$ cat src/sv/lccp_pkg.sv
// Package with the types, constants and decoders of the coefficient compress and pack block.
package lccp_pkg;

    localparam int POLY_LENGTH = 256;
    localparam int IDX_W       = $clog2(POLY_LENGTH);
    localparam int COEF_W      = 13;
    localparam int MODE_W      = 3;
    localparam int PROD_W      = 45;
    localparam int CONST_W     = 32;
    localparam int VAL_W       = 11;
    localparam int ACC_W       = 18;

    typedef enum logic [MODE_W-1:0] {
        MODE_D1  = 3'd0,
        MODE_D4  = 3'd1,
        MODE_D5  = 3'd2,
        MODE_D10 = 3'd3,
        MODE_D11 = 3'd4
    } t_mode;

    typedef struct packed {
        logic [CONST_W-1:0] mult;
        logic [3:0]         width;
        logic [VAL_W-1:0]   mask;
        logic               short_shift;
    } t_mode_info;

    function automatic t_mode_info mode_info(input t_mode mode);
        t_mode_info info;
        unique case (mode)
            MODE_D1:  info = '{32'd2580335,    4'd1,  11'h001, 1'b0};
            MODE_D4:  info = '{32'd20642679,   4'd4,  11'h00f, 1'b0};
            MODE_D5:  info = '{32'd41285357,   4'd5,  11'h01f, 1'b0};
            MODE_D10: info = '{32'd1321131424, 4'd10, 11'h3ff, 1'b0};
            default:  info = '{32'd1290167,    4'd11, 11'h7ff, 1'b1};
        endcase
        return info;
    endfunction

endpackage

$ cat src/sv/lattice_coeff_compress_pack_top.sv
// Top level: compresses signed coefficients to D bits and packs them LSB-first into bytes.
// Pipeline: a taken coefficient is registered in the input stage, its product in the product
// stage and its bytes in the output buffer. Throughput: one coefficient per cycle while bytes
// are taken, except that one giving two bytes holds the packing stage until its first is taken.
// Reset (synchronous, active low) empties the pipeline, clears the bit accumulator and the
// coefficient counter, and selects the one-bit mode.
module lattice_coeff_compress_pack_top
    import lccp_pkg::*;
(
    input  logic        i_clk,
    input  logic        i_rst_n,
    input  logic        i_cfg_valid,
    output logic        o_cfg_ready,
    input  logic [2:0]  i_cfg_data,      // compress_mode
    input  logic        s_axis_tvalid,
    output logic        s_axis_tready,
    input  logic [15:0] s_axis_tdata,    // [12:0] coefficient, [15:13] zero
    output logic        m_axis_tvalid,
    input  logic        m_axis_tready,
    output logic [7:0]  m_axis_tdata,    // [7:0] packed_byte
    output logic        m_axis_tlast,    // last_of_run
    output logic        m_axis_tuser     // last_of_poly
);

    t_mode                     r_mode;
    logic                      r_s1_valid;
    logic signed [COEF_W-1:0]  r_s1_coef;
    logic                      r_s2_valid;
    logic signed [PROD_W-1:0]  r_s2_prod;
    logic [6:0]                r_bit_buf;
    logic [2:0]                r_bit_cnt;
    logic [IDX_W-1:0]          r_idx;
    logic [1:0]                r_ob_cnt;
    logic [7:0]                r_ob_b0;
    logic [7:0]                r_ob_b1;
    logic                      r_ob_poly;

    t_mode_info                w_info;
    logic signed [CONST_W-1:0] w_const;
    logic signed [PROD_W-1:0]  w_prod;
    logic signed [PROD_W-1:0]  w_sum;
    logic [VAL_W-1:0]          w_v;
    logic [ACC_W-1:0]          w_acc;
    logic [ACC_W-1:0]          w_acc_sh;
    logic [4:0]                w_total;
    logic [1:0]                w_nbytes;
    logic                      w_last;
    logic                      w_ob_free;
    logic                      w_pack;
    logic                      w_s2_take;
    logic                      w_s1_take;
    logic                      w_out_fire;

    assign o_cfg_ready = 1'b1;

    assign w_info     = mode_info(r_mode);
    assign w_out_fire = m_axis_tvalid && m_axis_tready;
    assign w_ob_free  = (r_ob_cnt == 2'd0) || ((r_ob_cnt == 2'd1) && m_axis_tready);
    assign w_pack     = r_s2_valid && w_ob_free;
    assign w_s2_take  = !r_s2_valid || w_pack;
    assign w_s1_take  = r_s1_valid && w_s2_take;
    assign s_axis_tready = !r_s1_valid || w_s2_take;

    assign w_const = $signed(w_info.mult);
    assign w_prod  = r_s1_coef * w_const;

    always_comb begin
        if (w_info.short_shift) begin
            w_sum = r_s2_prod + PROD_W'(64'd1 << 20);
            w_v   = w_sum[31:21] & w_info.mask;
        end else begin
            w_sum = r_s2_prod + PROD_W'(64'd1 << 31);
            w_v   = w_sum[41:32] & w_info.mask;
        end
        w_acc    = ACC_W'(r_bit_buf) | (ACC_W'(w_v) << r_bit_cnt);
        w_total  = 5'(r_bit_cnt) + 5'(w_info.width);
        w_nbytes = w_total[4:3];
        w_acc_sh = w_acc >> {w_nbytes, 3'b000};
        w_last   = (r_idx == IDX_W'(POLY_LENGTH - 1));
    end

    assign m_axis_tvalid = (r_ob_cnt != 2'd0);
    assign m_axis_tdata  = r_ob_b0;
    assign m_axis_tlast  = (r_ob_cnt == 2'd1);
    assign m_axis_tuser  = (r_ob_cnt == 2'd1) && r_ob_poly;

    always_ff @(posedge i_clk) begin
        if (!i_rst_n) begin
            r_mode     <= MODE_D1;
            r_s1_valid <= 1'b0;
            r_s2_valid <= 1'b0;
            r_bit_buf  <= '0;
            r_bit_cnt  <= '0;
            r_idx      <= '0;
            r_ob_cnt   <= '0;
        end else begin
            if (i_cfg_valid && o_cfg_ready) begin
                r_mode <= t_mode'(i_cfg_data);
            end
            if (s_axis_tready) begin
                r_s1_valid <= s_axis_tvalid;
            end
            if (w_s2_take) begin
                r_s2_valid <= r_s1_valid;
            end
            if (w_pack) begin
                if (w_last) begin
                    r_bit_buf <= '0;
                    r_bit_cnt <= '0;
                    r_idx     <= '0;
                end else begin
                    r_bit_buf <= w_acc_sh[6:0];
                    r_bit_cnt <= w_total[2:0];
                    r_idx     <= r_idx + 1'b1;
                end
                r_ob_cnt <= w_nbytes;
            end else if (w_out_fire) begin
                r_ob_cnt <= r_ob_cnt - 1'b1;
            end
        end
    end

    always_ff @(posedge i_clk) begin
        if (s_axis_tready && s_axis_tvalid) begin
            r_s1_coef <= $signed(s_axis_tdata[COEF_W-1:0]);
        end
        if (w_s1_take) begin
            r_s2_prod <= w_prod;
        end
        if (w_pack) begin
            r_ob_b0   <= w_acc[7:0];
            r_ob_b1   <= w_acc[15:8];
            r_ob_poly <= w_last;
        end else if (w_out_fire) begin
            r_ob_b0 <= r_ob_b1;
        end
    end

    // The last coefficient of a polynomial leaves an empty accumulator and a zero counter.
    assert property (@(posedge i_clk) disable iff (!i_rst_n)
        w_pack && w_last |=> (r_bit_cnt == 3'd0) && (r_idx == '0))
        else $error("accumulator not cleared at the end of a polynomial");

    // A two-byte result leaves exactly one byte pending after the first is taken.
    assert property (@(posedge i_clk) disable iff (!i_rst_n)
        w_out_fire && (r_ob_cnt == 2'd2) |=> m_axis_tvalid && (r_ob_cnt == 2'd1))
        else $error("second byte of a request lost");

    // A product that cannot be packed is held.
    assert property (@(posedge i_clk) disable iff (!i_rst_n)
        r_s2_valid && !w_pack |=> r_s2_valid && $stable(r_s2_prod))
        else $error("stalled product overwritten");

    // The output buffer never claims more than two bytes.
    assert property (@(posedge i_clk) disable iff (!i_rst_n)
        r_ob_cnt != 2'd3)
        else $error("output byte count out of range");

endmodule

$ cat config.mk
export PLATFORM = sky130hd
export DESIGN_NAME = lattice_coeff_compress_pack_top
export DESIGN_NICKNAME = d
export VERILOG_FILES = /design/src/sv/lccp_pkg.sv /design/src/sv/lattice_coeff_compress_pack_top.sv
export SDC_FILE = /design/constraint.sdc
export NUM_CORES = 1
export LEC_CHECK = 0
export BUFFER_PORTS_ARGS = -buffer_cell sky130_fd_sc_hd__buf_2
export CORE_MARGIN = 10
export CORE_UTILIZATION = 34
export CTS_CLUSTER_DIAMETER = 80
export DETAILED_ROUTE_END_ITERATION = 12
export SYNTH_ARGS = -nofsm -noshare
export SYNTH_HDL_FRONTEND = slang
export SYNTH_SLANG_ARGS = --single-unit
$ cat constraint.sdc
create_clock -name i_clk -period 13.3 [get_ports i_clk]
set_clock_uncertainty 0.2 [all_clocks]
set_input_delay 2.66 -clock i_clk [delete_from_list [all_inputs] [get_ports i_clk]]
set_output_delay 2.66 -clock i_clk [all_outputs]
set_load 0.01 [all_outputs]
Yosys cells after proc, flatten, opt, wreduce, memory -nomap -nowiden:

Index checks and enable logic that the tools add are counted.

* register bits: 97
* latch bits: 0
* bits in writable memories: 0
* memory bits (read-only): 0
* memories: 0

* add/subtract/negate cells: 5
* $mul: 1
* div/mod/pow operators: 0
* magnitude comparators: 0
* equal/unequal tests: 5
* shift-type cells: 2
* multiplexer cells: 9
* bitwise operators: 3
* reductions and logical operators: 15

Operators by type and width (count)
* $pmux 47 s4: 1
* $add 42x32->42 const B: 1
* $mul 13x32->42: 1
* $add 32x21->32 const B: 1
* $mux 8: 3
* $or 7x18->18: 1
* $shl 11x3->18: 1
* $shr 18x5->7: 1
* $and 10x11->11: 1
* $and 11x11->11: 1
* $mux 11: 1
* $add 8x1->8 const B: 1
* $eq 8x8->1 const B: 1
* $mux 7: 1
* $eq 3x2->1 const B: 2
* $logic_and 1x1->1: 6
* $add 3x4->5: 1
* $mux 2: 2
* $reduce_bool 2->1: 2
* $eq 3x1->1 const B: 1
* $logic_not 3->1: 1
* $logic_or 1x1->1: 3
* $mux 3: 1
* $eq 2x1->1 const B: 1
* other kinds (3): 4

Logic depth before layout (Yosys ltp):

* word-level depth: 8
* depth in mapped cells: 27
* depth with buffers taken out: 23

Worst setup path after synthesis:

Ideal clock, no wire load.

* kind: register to register
* start: register r_mode[1]
* end: register r_s2_prod[35] (data pin)
* data arrival time: 6.381 ns
* data required time: 12.965 ns
* slack: 6.584 ns
* stages on the path, launching flop included: 24
* path buffers: 3
* clock period less this slack: 6.716 ns
* cells stage by stage: dfxtp_1 > buf_6 > clkbuf_1 > nor2b_1 > nand2_1 > clkbuf_1 > and2_1 > fa_1 > inv_1 > fa_1 > inv_1 > fa_1 > fa_1 > fa_1 > fa_1 > ha_1 > a2111oi_2 > o21ai_1 > a311oi_2 > a2111oi_4 > o21ai_4 > o21ai_2 > or4b_1 > nand3_1

* longest elaborated chain between the ends: 3
* elaborated cells between the ends (all ways): 6

RTL lines
* from (decl): RTL line lattice_coeff_compress_pack_top.sv:25 `t_mode r_mode;`
* from (signal assigned): RTL line lattice_coeff_compress_pack_top.sv:98 `r_mode <= t_mode'(i_cfg_data);`
* $eq 3x2->1, or another cell as far along: RTL line lccp_pkg.sv:30 `unique case (mode)`
* $pmux 47 s4 (*): RTL line lccp_pkg.sv:30
* $mul 13x32->42 (*): RTL line lattice_coeff_compress_pack_top.sv:65 `assign w_prod = r_s1_coef * w_const;`
* via w_prod[35]: RTL line lattice_coeff_compress_pack_top.sv:40 `logic signed [PROD_W-1:0] w_prod;`
* to (signal assigned): RTL line lattice_coeff_compress_pack_top.sv:128 `r_s2_prod <= w_prod;`
* to (decl): RTL line lattice_coeff_compress_pack_top.sv:29 `logic signed [PROD_W-1:0] r_s2_prod;`

Mark *: on every way through the listed nets, which the timed path passes. The rest lies on a longest branch.
A chain may end at the register's enable or synchronous reset.

Final worst setup path:

* start: register r_mode[1]
* end: register r_s2_prod[33] (data pin)

Same word-level chain as after synthesis.

==> summary.txt <==
Outcome
  – Status: finished, final reports clean

STA
  – Minimum clock period: 8.25 ns
  – Worst Max-Slew Pin Slew: 1.20 ns
  – Count of final hold-check violations: 0
  – Fmax: approximately 0.12 GHz
  – Final Cycle Share: 0.621
  – Hold_ws: around 0.28 ns
  – Final TNS setup: 0 ns
  – RSZ-0062 raised after global routing: false
  – Pins over their slew limit: 0
  – Setup violators final: 0
  – Worst relative slew slack: 0.197

Floorplan
  – Die H: 229 microns
  – Chip width: about 230 microns
  – FP Rows: 76
  – Core Region: 43200 sq um
  – Initial Utilization: 0.344
  – Number of I/O pins: 37
  – Full die area: 52400 sq um

CTS
  – CTS root buffer: clkbuf_16
  – Clock Sinks: 77
  – Hold-fix buffers, CTS: 0
  – Worst skew pair latency: 0.38 ns
  – H-Tree Depth: 3
  – Clock Tree Buf Depth: 2
  – CTS resizes: 0
  – TritonCTS clock tree: built
  – Worst-path clk slew: ~0.07 ns
  – Buffers inserted by post-CTS timing repair: 0
  – CTS buffer count: 9

Logic synthesis
  – Post-synthesis cell type count: 82
  – YS warnings: 0
  – Synth area leader: fa_1
  – Cell count after synthesis: 1550
  – Synth top area share: 0.392
  – Post-synth EDFFs: 52
  – Synth Cell Area: 14900 sq um
  – Synth top cells by count: 299 x inv_1, 291 x fa_1, 164 x nand2_1, 131 x ha_1, 110 x nor2_1
  – Syn avg cell area: 9.58 sq um
  – Sequential area share after synthesis: 0.139
  – Top post-synthesis cells by area: fa_1 39%, ha_1 11%, edfxtp_1 11%, inv_1 7.6%, nand2_1 4.1%
  – Count leader, synth: inv_1
  – Post-Syn Nets: about 2000
  – Synth Flop Type: edfxtp_1
  – Async SR Flop Fraction: 0
  – Synth Register Bits: 77

Final layout
  – Layout Utilization: 0.367
  – Final Cell Area: 15900 sq um
  – Final net count: 1989
  – Share of layout cells above drive strength 1: 0.0556
  – Ant diodes: 0
  – Area growth from synthesis to layout: 6.79%

Global routing
  – Initial antenna violation count: 0
  – Largest net degree at the start of global routing: 46
  – Gr usage total: 0.155
  – First-pass GRT wire length: about 63000 microns
  – Grt ovf: 0
  – Vias in the first global route: 11500

Setup path
  – Critical R2R Launch: r_mode[1]
  – Crit. End Element: register
  – Largest stage delay on the critical path: 0.65 ns
  – FF-to-FF path depth: 21
  – Top cell by count, worst path: fa_1
  – R2r endpoint: r_s2_prod[33]
  – Critical path arrival: 8.16 ns
  – Cell Chain, Critical Path: buf_4 -> or3_1 -> nand2_1 -> nor2_1 -> fa_1 -> inv_1 -> fa_1 -> inv_1 -> fa_1 -> fa_1 -> fa_1 -> fa_1 -> ha_1 -> a211oi_1 -> nand2_1 -> a221oi_1 -> nand3_1 -> and2_1 -> a21boi_0 -> o21ai_0 -> xor2_1
  – Worst-path fanout max: 18
  – Startpoint Class: register
  – Crit path kind: register to register
  – CP required: between 10 and 15 ns
  – Slowest CP cell: dfxtp_1
  – R2R Setup Slk: between 5 and 6 ns

Hold path
  – Hold Path Sink: r_bit_buf[0]
  – Hold Startpoint: r_bit_buf[0]
  – Hold Crit Depth: 2
  – Worst min path class: register to register

Placed design
  – Placed instance area: 15600 sq um
  – GP Congestion: 0.920
  – I/O Buffers: 32
  – Post-DP HPWL: around 33000 microns

Routing
  – 1st-iter DRT viols: 577
  – Avg Vias per Cell: around 5.1
  – DRT Pass-1 Iters: 5
  – Post-route ant nets: 0
  – Via Count: 10800
  – DRC Markers: 0
  – Routed len/inst: 18.7 microns
  – Total Wirelength: 39900 microns

Job
  – Number of max-cap violations: 0
## cell usage in the layout (no fill, tap or decap), types with 29 or more instances in the layout
| cell | n |
|---|---|
| xnor2_1 | 32 |
| inv_1 | 299 |
| fa_1 | 291 |
| o21ai_0 | 32 |
| and2_1 | 29 |
| nand3_1 | 33 |
| a21oi_1 | 44 |
| buf_2 | 32 |
| nor2_1 | 110 |
| nand2_1 | 164 |
| ha_1 | 131 |
| edfxtp_1 | 52 |
## critical path, delay by kind of cell (launching register included)
kind	cells	cell delay, ns
flops	1	0.65
fa+ha+maj	7	2.88
xor+xnor	1	0.16
compound gates	4	1.31
simple gates	6	2.23
buf+inv	3	0.55
## cell families (layout without fill, tap and decap cells)
logic type	after synthesis	count (layout)	share of synthesized area
other	1	1	0.000252
AOI/OAI and AO/OA	179	179	0.0828
muxes	19	19	0.0131
adders and majority gates	422	422	0.503
buffers and inverters	358	356	0.0920
xor gates and xnor gates	47	47	0.0277
DFF	77	77	0.139
and+or+nand+nor	447	447	0.143
## cell type report
cell class | instances | area [sq um]
clock buffer | 10 | 239
fill | 4423 | 27300
inverter | 301 | 1130
timing repair buffer | 39 | 213
clock inverter | 6 | 51.3
multi-input combinational | 1115 | 11400
tap | 585 | 732
sequential | 77 | 2060
## through the flow
step / instances / setup WS, ns
final: 2133 / 5.05
after CTS: 2133 / 5.06
after global placement: 2117 / 5.06
after floorplan: 1550 / 6.58
after detailed placement: 2117 / 5.11
after global routing: 2133 / 4.73
## layer usage
layer	part of all wire	routed length, microns	track usage
met1	0.42	16700	0.193
met2	0.50	19800	0.263
met3	0.055	2190	0.0276
met4	0.030	1190	0.0548
met5	0	0	0
## state kept, by name (all words and copies together) (netlist names)
name          count
r_bit_buf         7
r_s1_valid        1
r_s2_valid        1
r_ob_poly         1
r_bit_cnt         3
r_s2_prod        22
r_idx             8
r_ob_cnt          2
r_ob_b1           8
r_mode            3
m_axis_tdata      8
r_s1_coef        13
## worst max-delay path by stage
stage / start / slack, ns / endpoint
2_1_floorplan: r_mode[1] / 6.58 / r_s2_prod[35]
3_3_place_gp: r_mode[1] / 5.06 / r_s2_prod[39]
3_5_place_dp: r_mode[1] / 5.11 / r_s2_prod[33]
4_1_cts: r_mode[1] / 5.06 / r_s2_prod[39]
5_1_grt: r_mode[1] / 4.73 / r_s2_prod[33]
6_report: r_mode[1] / 5.05 / r_s2_prod[33]
Power is not shown: default switching activity piles up to over one toggle a cycle in this logic, so the estimate is an artifact.
